[src/rtl/np2r_pkg.sv]
// Package for the nearest power-of-two recoder.
// Holds widths, reset values, term kind codes, sequencer states and the step flag struct.
// No dependencies.
package np2r_pkg;

  // Default width of the constant magnitude.
  localparam int unsigned VALUE_BITS_DEF = 31;

  // Configuration register.
  localparam int unsigned CFG_W           = 7;
  localparam logic [6:0]  MAX_TERMS_RESET = 7'd64;

  // At most this many beats per run: terms plus the end beat.
  localparam int unsigned MAX_RESULTS = 33;
  localparam int unsigned TERM_LIMIT  = MAX_RESULTS - 1;
  localparam int unsigned CNT_W       = $clog2(MAX_RESULTS);

  // Result field widths.
  localparam int unsigned KIND_W  = 2;
  localparam int unsigned SHIFT_W = 5;

  // APB port geometry: one 32-bit register at byte address 0.
  localparam int unsigned APB_DW   = 32;
  localparam int unsigned APB_AW   = 3;
  localparam int unsigned REG_IDX_W = APB_AW - 2;
  localparam logic [REG_IDX_W-1:0] REG_MAX_TERMS = '0;

  // Term kind codes.
  typedef enum logic [KIND_W-1:0] {
    KIND_ADD   = 2'd0,
    KIND_SUB   = 2'd1,
    KIND_EXACT = 2'd2,
    KIND_END   = 2'd3
  } term_kind_e;

  // Sequencer states.
  typedef enum logic {
    ST_IDLE = 1'b0,
    ST_RUN  = 1'b1
  } state_e;

  // Classification of the current remainder by the step unit.
  typedef struct packed {
    logic is_zero;
    logic is_one;
    logic is_exact;
    logic take_lower;
  } step_flags_t;

endpackage

[src/rtl/np2r_step.sv]
// Shared recoding step unit: classifies one remainder and forms the next one.
// Finds the highest set bit, picks the nearer bracketing power (lower on a tie).
// Depends on np2r_pkg.
module np2r_step import np2r_pkg::*; #(
  parameter int unsigned VALUE_BITS = VALUE_BITS_DEF,
  parameter int unsigned EXP_W      = $clog2(VALUE_BITS + 1)
) (
  input  logic [VALUE_BITS-1:0] rem_i,
  output logic [EXP_W-1:0]      exp_o,
  output logic [VALUE_BITS-1:0] next_rem_o,
  output step_flags_t           flags_o
);

  logic [VALUE_BITS-1:0] low_pwr;
  logic [VALUE_BITS-1:0] rest;
  logic [VALUE_BITS:0]   high_pwr;
  logic [VALUE_BITS:0]   high_gap;

  // Leading-one position; bit 0 only matters for remainders below two,
  // which are handled as special cases.
  always_comb begin
    exp_o = '0;
    for (int i = 1; i < VALUE_BITS; i++) begin
      if (rem_i[i]) begin
        exp_o = EXP_W'(i);
      end
    end
  end

  // Distances to the two bracketing powers.
  assign low_pwr  = VALUE_BITS'(1) << exp_o;
  assign rest     = rem_i ^ low_pwr;
  assign high_pwr = {1'b0, low_pwr} << 1;
  assign high_gap = high_pwr - {1'b0, rem_i};

  // The lower power wins when the remainder above it is at most half of it.
  always_comb begin
    flags_o.is_zero    = (rem_i == '0);
    flags_o.is_one     = (rem_i == VALUE_BITS'(1));
    flags_o.is_exact   = (rest == '0);
    flags_o.take_lower = (rest <= (low_pwr >> 1));
  end

  // An exact power leaves a zero remainder through the lower branch.
  assign next_rem_o = flags_o.take_lower ? rest : high_gap[VALUE_BITS-1:0];

endmodule

[src/rtl/nearest_power_of_two_recoder.sv]
// Top level of the nearest power-of-two recoder: APB register, sequencer and result beats.
// Instantiates np2r_step and depends on np2r_pkg.
//
// Usage:
//   Pulse start with magnitude while busy is low; the beat is taken at that edge.
//   The block then emits one result beat per cycle on term_kind_o, shift_amount_o,
//   plus_one_o, too_expensive_o and last_o, each marked by result_valid_o for one
//   cycle. Term beats come first; a closing end beat (kind 3, last_o high) carries
//   the plus-one and too-expensive flags.
//   Timing: the accepting edge loads the remainder register and enters the run
//   state; each beat is then formed by one pass of the shared step unit and held
//   in the result registers while it is shown. Each pass lowers the leading-one
//   position by at least one, so a 31-bit magnitude gives at most 30 terms.
//   busy falls with the end beat, so the next start can be taken in the cycle
//   that shows the end beat.
//   The receiver cannot stall; every beat must be taken when shown.
//   max_terms sits at APB byte address 0 and resets to 64; write it only while
//   busy is low. Reset clears the sequencer and the result strobe at once.
module nearest_power_of_two_recoder import np2r_pkg::*; #(
  parameter int unsigned VALUE_BITS = VALUE_BITS_DEF
) (
  input  logic                  clk_i,
  input  logic                  rst_ni,
  // Command channel
  input  logic                  start,
  output logic                  busy,
  input  logic [VALUE_BITS-1:0] magnitude_i,
  // Result channel
  output logic                  result_valid_o,
  output logic [KIND_W-1:0]     term_kind_o,
  output logic [SHIFT_W-1:0]    shift_amount_o,
  output logic                  plus_one_o,
  output logic                  too_expensive_o,
  output logic                  last_o,
  // APB configuration port
  input  logic                  psel,
  input  logic                  penable,
  input  logic                  pwrite,
  input  logic [APB_AW-1:0]     paddr,
  input  logic [APB_DW-1:0]     pwdata,
  output logic [APB_DW-1:0]     prdata,
  output logic                  pready
);

  localparam int unsigned EXP_W = $clog2(VALUE_BITS + 1);

  state_e                state_q, state_d;
  logic [VALUE_BITS-1:0] rem_q, rem_d;
  logic [CNT_W-1:0]      cnt_q, cnt_d;
  logic [CFG_W-1:0]      max_terms_q;

  logic                  vld_q, vld_d;
  term_kind_e            kind_q, kind_d;
  logic [SHIFT_W-1:0]    shift_q, shift_d;
  logic                  p1_q, p1_d;
  logic                  te_q, te_d;
  logic                  last_q, last_d;

  logic                  accept;
  logic                  cap_hit;
  logic [EXP_W-1:0]      step_exp;
  logic [EXP_W-1:0]      step_exp_up;
  logic [VALUE_BITS-1:0] step_next;
  step_flags_t           step_flags;

  // Configuration register.
  assign pready = 1'b1;
  assign prdata = (paddr[APB_AW-1:2] == REG_MAX_TERMS) ? APB_DW'(max_terms_q) : '0;

  always_ff @(posedge clk_i or negedge rst_ni) begin
    if (!rst_ni) begin
      max_terms_q <= MAX_TERMS_RESET;
    end else if (psel && penable && pwrite && pready &&
                 (paddr[APB_AW-1:2] == REG_MAX_TERMS)) begin
      max_terms_q <= pwdata[CFG_W-1:0];
    end
  end

  // Shared step unit, fed from the remainder register.
  np2r_step #(
    .VALUE_BITS (VALUE_BITS),
    .EXP_W      (EXP_W)
  ) u_step (
    .rem_i      (rem_q),
    .exp_o      (step_exp),
    .next_rem_o (step_next),
    .flags_o    (step_flags)
  );

  assign step_exp_up = step_exp + 1'b1;
  assign busy        = (state_q != ST_IDLE);
  assign accept      = start && !busy;
  assign cap_hit     = (CFG_W'(cnt_q) >= max_terms_q) || (cnt_q >= CNT_W'(TERM_LIMIT));

  // Next-state logic.
  always_comb begin
    state_d = state_q;
    case (state_q)
      ST_IDLE: begin
        if (accept) begin
          state_d = ST_RUN;
        end
      end
      ST_RUN: begin
        if (step_flags.is_zero || step_flags.is_one || cap_hit) begin
          state_d = ST_IDLE;
        end
      end
      default: state_d = ST_IDLE;
    endcase
  end

  // Datapath and result beat for the current step.
  always_comb begin
    rem_d   = rem_q;
    cnt_d   = cnt_q;
    vld_d   = 1'b0;
    kind_d  = KIND_END;
    shift_d = '0;
    p1_d    = 1'b0;
    te_d    = 1'b0;
    last_d  = 1'b0;
    case (state_q)
      ST_IDLE: begin
        if (accept) begin
          rem_d = magnitude_i;
          cnt_d = '0;
        end
      end
      ST_RUN: begin
        vld_d = 1'b1;
        if (step_flags.is_zero || step_flags.is_one || cap_hit) begin
          // Closing end beat; small remainders take priority over the cap.
          last_d = 1'b1;
          p1_d   = step_flags.is_one;
          te_d   = !step_flags.is_zero && !step_flags.is_one;
        end else begin
          rem_d = step_next;
          cnt_d = cnt_q + 1'b1;
          if (step_flags.is_exact) begin
            kind_d  = KIND_EXACT;
            shift_d = SHIFT_W'(step_exp);
          end else if (step_flags.take_lower) begin
            kind_d  = KIND_ADD;
            shift_d = SHIFT_W'(step_exp);
          end else begin
            kind_d  = KIND_SUB;
            shift_d = SHIFT_W'(step_exp_up);
          end
        end
      end
      default: begin
        vld_d = 1'b0;
      end
    endcase
  end

  // Control registers.
  always_ff @(posedge clk_i or negedge rst_ni) begin
    if (!rst_ni) begin
      state_q <= ST_IDLE;
      vld_q   <= 1'b0;
      rem_q   <= '0;
      cnt_q   <= '0;
    end else begin
      state_q <= state_d;
      vld_q   <= vld_d;
      rem_q   <= rem_d;
      cnt_q   <= cnt_d;
    end
  end

  // Result payload registers.
  always_ff @(posedge clk_i) begin
    kind_q  <= kind_d;
    shift_q <= shift_d;
    p1_q    <= p1_d;
    te_q    <= te_d;
    last_q  <= last_d;
  end

  assign result_valid_o  = vld_q;
  assign term_kind_o     = kind_q;
  assign shift_amount_o  = shift_q;
  assign plus_one_o      = p1_q;
  assign too_expensive_o = te_q;
  assign last_o          = last_q;

  // A result beat carries last exactly when it is the end beat.
  assert property (@(posedge clk_i) disable iff (!rst_ni)
    result_valid_o |-> (last_o == (term_kind_o == KIND_END)))
    else $error("last does not match the end beat");

  // Term beats never carry the end-only flags.
  assert property (@(posedge clk_i) disable iff (!rst_ni)
    (result_valid_o && !last_o) |-> (!plus_one_o && !too_expensive_o))
    else $error("end flags set on a term beat");

  // An accepted command makes the block busy.
  assert property (@(posedge clk_i) disable iff (!rst_ni)
    (start && !busy) |=> busy)
    else $error("command accepted without going busy");

  // The run ends together with its end beat.
  assert property (@(posedge clk_i) disable iff (!rst_ni)
    $fell(busy) |-> (result_valid_o && last_o))
    else $error("busy dropped without an end beat");

endmodule

[config.mk]
export PLATFORM = sky130hd
export DESIGN_NAME = nearest_power_of_two_recoder
export DESIGN_NICKNAME = d
export VERILOG_FILES = /design/src/rtl/np2r_pkg.sv /design/src/rtl/np2r_step.sv /design/src/rtl/nearest_power_of_two_recoder.sv
export SDC_FILE = /design/constraint.sdc
export NUM_CORES = 1
export LEC_CHECK = 0
export BUFFER_PORTS_ARGS = -buffer_cell sky130_fd_sc_hd__buf_4
export CORE_MARGIN = 2
export CORE_UTILIZATION = 50
export DETAILED_ROUTE_END_ITERATION = 10
export PLACE_DENSITY = 0.81
export SYNTH_ARGS = -nofsm -noshare
export SYNTH_HDL_FRONTEND = slang
export SYNTH_SLANG_ARGS = --single-unit
export TNS_END_PERCENT = 30
[constraint.sdc]
create_clock -name clk_i -period 9.3 [get_ports clk_i]
set_input_delay 1.395 -clock clk_i [delete_from_list [all_inputs] [get_ports clk_i]]
set_output_delay 1.395 -clock clk_i [all_outputs]
set_load 0.1 [all_outputs]
; ---- Word-level counts from Yosys, hierarchy flattened
; Cells that the tools add are included.
[classes]
addsub = 3
n_lt_le_gt_ge = 3
eq_ne = 3
shift = 1
mux = 47
bitwise_logic = 3
reduce_logical = 17
[op_table]
columns = cell, n
row1 = two-way mux 5 bit, 31
row2 = two-way mux 31 bit, 3
row3 = logical NOT 31 bit, 2
row4 = case mux 31 bit (2 select lines), 1
row5 = equality test 31 x 1 -> 1 bit (second input constant), 1
row6 = <= comparator 31 x 30 -> 1 bit, 1
row7 = left shift 1 x 5 -> 31 bit (first input constant), 1
row8 = subtractor 31 bit, 1
row9 = bitwise XOR 31 bit, 1
row10 = two-way mux 6 bit, 2
row11 = case mux 6 bit (2 select lines), 1
row12 = greater-or-equal comparator 6 x 7 -> 1 bit, 1
row13 = two-way mux 1 bit, 7
row14 = two-way mux 7 bit, 1
row15 = adder 6 x 1 -> 6 bit (second input constant), 1
row16 = greater-or-equal comparator 6 bit (second input constant), 1
row17 = adder 5 x 1 -> 5 bit (second input constant), 1
row18 = logical AND 1 bit, 5
row19 = inequality test 2 bit (second input constant), 2
row20 = AND reduction 2 bit, 2
row21 = logical NOT 1 bit, 3
row22 = logical OR 1 bit, 3
row23 = OR reduction 3 bit, 1
row24 = inverter 1 bit, 2
row25 = 2 further kinds, 2
[word_totals]
regBits = 56
inputBits = 72
output_inout_bits = 45
wordCells = 88

; ---- Longest topological paths before layout
[logic_depth]
depth_word = 36
mapped_depth = 26
mapped_depth_nobuf = 21

; ---- By module
; A second synthesis with hierarchy kept.
[hier_totals]
hier_cells = 802
hier_area_um2 = 6700.2
[modules_own_cells]
columns = mod, n_inst, cells_each, area_each_um2, seq_area_each_um2
row1 = np2r_step, 1, 563, 3686.0, 0.0
row2 = nearest_power_of_two_recoder, 1, 239, 3014.1, 1352.5

; ---- Worst setup path after synthesis
; OpenSTA, ideal clock, no wires.
[synth_path]
path_kind = reg2reg
startpoint = register rem_q[5]
endpoint = register rem_q[11]
setup_ns = 0.086
arrival_time_ns = 5.255
required_ns = 9.214
setup_slack_ns = 3.959
stages_incl_launch_ff = 24
path_buffers = 3
synth_period_minus_slack_ns = 5.341
cell_sequence = dfrtp_1 > clkbuf_1 > inv_1 > a221o_1 > a211oi_1 > or4_1 > clkbuf_1 > nand2_1 > inv_1 > ha_1 > or4b_1 > a211oi_1 > xnor2_1 > ha_1 > nand4_1 > nor4_1 > a31oi_1 > nor2_1 > o21a_1 > a22oi_1 > nor2_1 > clkbuf_1 > nand2_1 > a32oi_1
[synth_via]
elab_chain_len = 32
elab_cells_between_ends = 39
cone_classes = add/sub (1) / order compare (1) / eq/ne (2) / shift (1) / mux (29) / bitwise (1) / reduce/logical (4)
[synth_rtl]
columns = element, line
row1 = from (decl), nearest_power_of_two_recoder.sv:48  ; logic [VALUE_BITS-1:0] rem_q, rem_d;
row2 = from (signal assigned), nearest_power_of_two_recoder.sv:168  ; rem_q <= rem_d;
row3 = two-way mux 5 bit (26 in a row), np2r_step.sv:24  ; if (rem_i[i]) begin
row4 = left shift 1 x 5 -> 31 bit, np2r_step.sv:31  ; assign low_pwr = VALUE_BITS'(1) << exp_o;
row5 = bitwise XOR 31 bit, np2r_step.sv:32  ; assign rest = rem_i ^ low_pwr;
row6 = <= comparator 31 x 30 -> 1 bit, np2r_step.sv:41  ; flags_o.take_lower = (rest <= (low_pwr >> 1));
row7 = two-way mux 31 bit, np2r_step.sv:45  ; assign next_rem_o = flags_o.take_lower ? rest : high_gap[VALUE_BITS-1:0];
row8 = two-way mux 31 bit, nearest_power_of_two_recoder.sv:132  ; if (step_flags.is_zero || step_flags.is_one || cap_hit) begin
row9 = case mux 31 bit (2 select lines), nearest_power_of_two_recoder.sv:123  ; case (state_q)
; Parallel ways exist; a longest one is shown, timed or not. The select of a mux whose other input is x is not followed.
; A chain may end at the register's enable or synchronous reset.

; ---- Final worst setup path
[layout_path]
startpoint = register rem_q[14]
endpoint = register rem_q[5]
[layout_via]
elab_chain_len = 23
elab_cells_between_ends = 30
cone_classes = add/sub (1) / order compare (1) / eq/ne (2) / shift (1) / mux (20) / bitwise (1) / reduce/logical (4)
[layout_rtl]
columns = element, line
row1 = two-way mux 5 bit (17 in a row), np2r_step.sv:24
row2 = left shift 1 x 5 -> 31 bit, np2r_step.sv:31
row3 = bitwise XOR 31 bit, np2r_step.sv:32
row4 = <= comparator 31 x 30 -> 1 bit, np2r_step.sv:41
row5 = two-way mux 31 bit, np2r_step.sv:45
row6 = two-way mux 31 bit, nearest_power_of_two_recoder.sv:132
row7 = case mux 31 bit (2 select lines), nearest_power_of_two_recoder.sv:123
; Parallel ways exist; a longest one is shown, timed or not. The select of a mux whose other input is x is not followed.

==> results.yml <==
place:
  place_area_sq_mm: 0.00738
  globalplace.congestion: 0.989
  numPortBuffers: 63
  pre_cts_slack_ns: 2.04
  hpwl_mm: 15.8
sta:
  skew_ns: 0.00978
  fmax_mhz: 132
  fin_crit_sh_pct: 81.4
  slew_headroom_pct: 26.7
  rsz0062_at_grt: "false"
  setup_ws_ns: 1.73
  slew_violations: 0
  min_period_ns: 7.57
  final_hold_viol_count: 0
  worstMarginPinSlew_ns: 1.07
  fin_tns_setup_ns: 0
  setup_violations: 0
worst_setup_path:
  worstPathArrival_ns: 7.78
  worstPathMaxFanout: 14
  timing.rr.start: "rem_q[14]"
  path_class: "flip-flop to flip-flop"
  cp_common_cell: "a22oi_1"
  cp_num_buf_inv: 3
  critPathTopFamily: "simple AND/OR/NAND/NOR gates"
  worst_setup_path_end_kind: "flip-flop"
  crit_path_start: "rem_q[14]"
  slowest_delay_ns: 0.74
  cp.required_ns: 9.51
  cp-start-kind: "flip-flop"
  critPathSlowestCell: "nor4_1"
  path_cells: "nor4_1 > o2111ai_1 > a211oi_1 > or4_1 > nand2_1 > inv_1 > ha_1 > or4b_1 > nor3_1 > inv_1 > ha_1 > nand4_1 > nor4_1 > a31oi_1 > nor2_1 > o21a_1 > a22oi_1 > nor2_1 > buf_4 > a22oi_1 > a22oi_1"
synth:
  syn_area_sq_mm: 0.00694
  synth_area_leader_cell: "dfrtp_1"
  yosys-top-cells-area: "dfrtp_1 (16%), ha_1 (13%), a21oi_1 (4.8%)"
  synthArstFlopShare_pct: 82.1
  yosysUniqueCellTypes: 86
  synthDominantCellAreaShare_pct: 16.2
  netlist_instances: 898
  yosysMostFrequentCell: "inv_1"
  syn_area_per_cell_sq_um: 7.73
  synthTopCellsByCount: "inv_1 (74), ha_1 (72), a21oi_1 (67), nand2_1 (67), nor2_1 (64)"
  synth_top_flop_cell: "dfrtp_1"
  seq_area_frac_synth_pct: 19.5
  synth_edf_count: 0
  ys.warnings.count: 0
  ys_ff_latch: 56
routing:
  dr_total_vias: 7010
  drt-vias-per-instance: 6.34
  antenna_left: 0
  wl_per_cell_um: 18.6
  firstDrtPassIters: 6
  drt-total-wl_mm: 20.6
  initialDrtViolationCount: 874
  drc_errors: 0
clock_tree:
  cts_resized: 0
  clk_path_buf_depth: 2
  clkTransAtPathRegs_ns: 0.08
  cts_hold_buf: 0
  tritoncts: "yes"
  cts_setup_buffers: 0
  clock-sinks: 56
  clk_latency_ns: 0.30
  cts_root_buf: "clkbuf_16"
  htree_levels: 2
  cts_buffers: 5
floorplan:
  die-area_sq_mm: 0.0148
  boundaryPins: 117
  chipHeight_um: 122
  rows: 43
  fp.dieW_um: 122
  core_sq_mm: 0.0137
  initial_utilization_pct: 50.6
final_layout:
  areaGrowthSynthToFinish_pct: 8.53
  diodes: 0
  fin_nets: 1070
  layout-drive-gt1-share_pct: 12.0
  final_cell_area_sq_mm: 0.00753
global_route:
  grt_pass1_vias: 6403
  grt_start_max_net_pins: 47
  grt_overflow: 0
  grt_pass1_wl_mm: 33.1
  antenna_found_initial: 0
  gr-usage-all-layers_pct: 27.9
run:
  drv_cap: 0
worst_hold_path:
  worstHoldStart: "max_terms_q[2]"
  min_path_type: "flip-flop to flip-flop"
outcome:
  status: "complete, no violations"
-- placed cells by master, fill, tap and decap left out, types with 10 or more instances in the layout --
master    synthesis  final
a211oi_1         13     13
a21o_1           24     24
a21oi_1          67     67
a22oi_1          11     11
a32oi_1          10     10
buf_4            26     70
conb_1            2     26
dfrtp_1          45     45
dfxtp_1          10     10
ha_1             72     72
inv_1            74     74
nand2_1          67     67
nand3_1          20     20
nand4_1          12     12
nor2_1           64     63
nor3_1           16     16
nor4_1           11     11
o211ai_1         10     10
o21a_1           11     11
o21ai_0          63     63
xnor2_1          37     37
xor2_1           15     15
-- registers in the layout, indices dropped and copies added (netlist names) --
| signal | count |
|---|---|
| too_expensive_o | 1 |
| cnt_q | 6 |
| rem_q | 31 |
| last_o | 1 |
| term_kind_o | 2 |
| plus_one_o | 1 |
| result_valid_o | 1 |
| busy | 1 |
| max_terms_q | 7 |
| shift_amount_o | 5 |
-- cell type report --
cell class              count  area, sq um
fillers                  1309         6190
multi-input cells         714         4990
flip-flops and latches     56         1350
repair buffers             70          526
inverters                  78          293
well taps                 180          225
clock buffers               5          125
clock inverters             3         23.8
-- metrics by stage --
step,utilization (%),cells,hold WS [ns]
global placement,53.8,1098,0.486
finish,54.9,1106,0.509
CTS,54.9,1106,0.510
global route,54.9,1106,0.516
floorplan,-,922,0.479
detailed placement,53.8,1098,0.493
-- logic make-up (layout without fill, tap and decap cells) --
family	after synthesis	after routing	share of synthesized area, %
XOR/XNOR	52	52	6.56
AO/OA/AOI/OAI	295	295	29.3
multiplexers	8	8	1.28
AND/OR/NAND/NOR	260	260	20.0
flip-flops	56	56	19.5
adder cells (fa/ha/maj)	73	73	13.3
other	2	26	0.108
buffers and inverters	152	156	9.99
-- per-layer routing --
layer  share of wire, %  up-vias  wire length (um)  GRT usage [%]
li1                   -     3313                 -              -
met1                 42     3273              8610           38.3
met2                 45      379              9350           44.5
met3                 11       45              2160           5.06
met4                2.3        0               469           8.55
met5                  0        -                 0              0
-- worst paths after layout --
kind	to	slack, ns	depth (start not counted)
max in group asynchronous	rem_q[30]	7.77	1
setup reg to reg	rem_q[5]	1.73	21
hold / removal	max_terms_q[2]	0.51	1
min in group asynchronous	rem_q[3]	1.11	1
setup / recovery	rem_q[5]	1.73	21
hold reg to reg	max_terms_q[2]	0.51	1
Power is left out: the tool's default activity adds up to more than one toggle a clock period on the data nets, which glitch-free logic cannot reach.
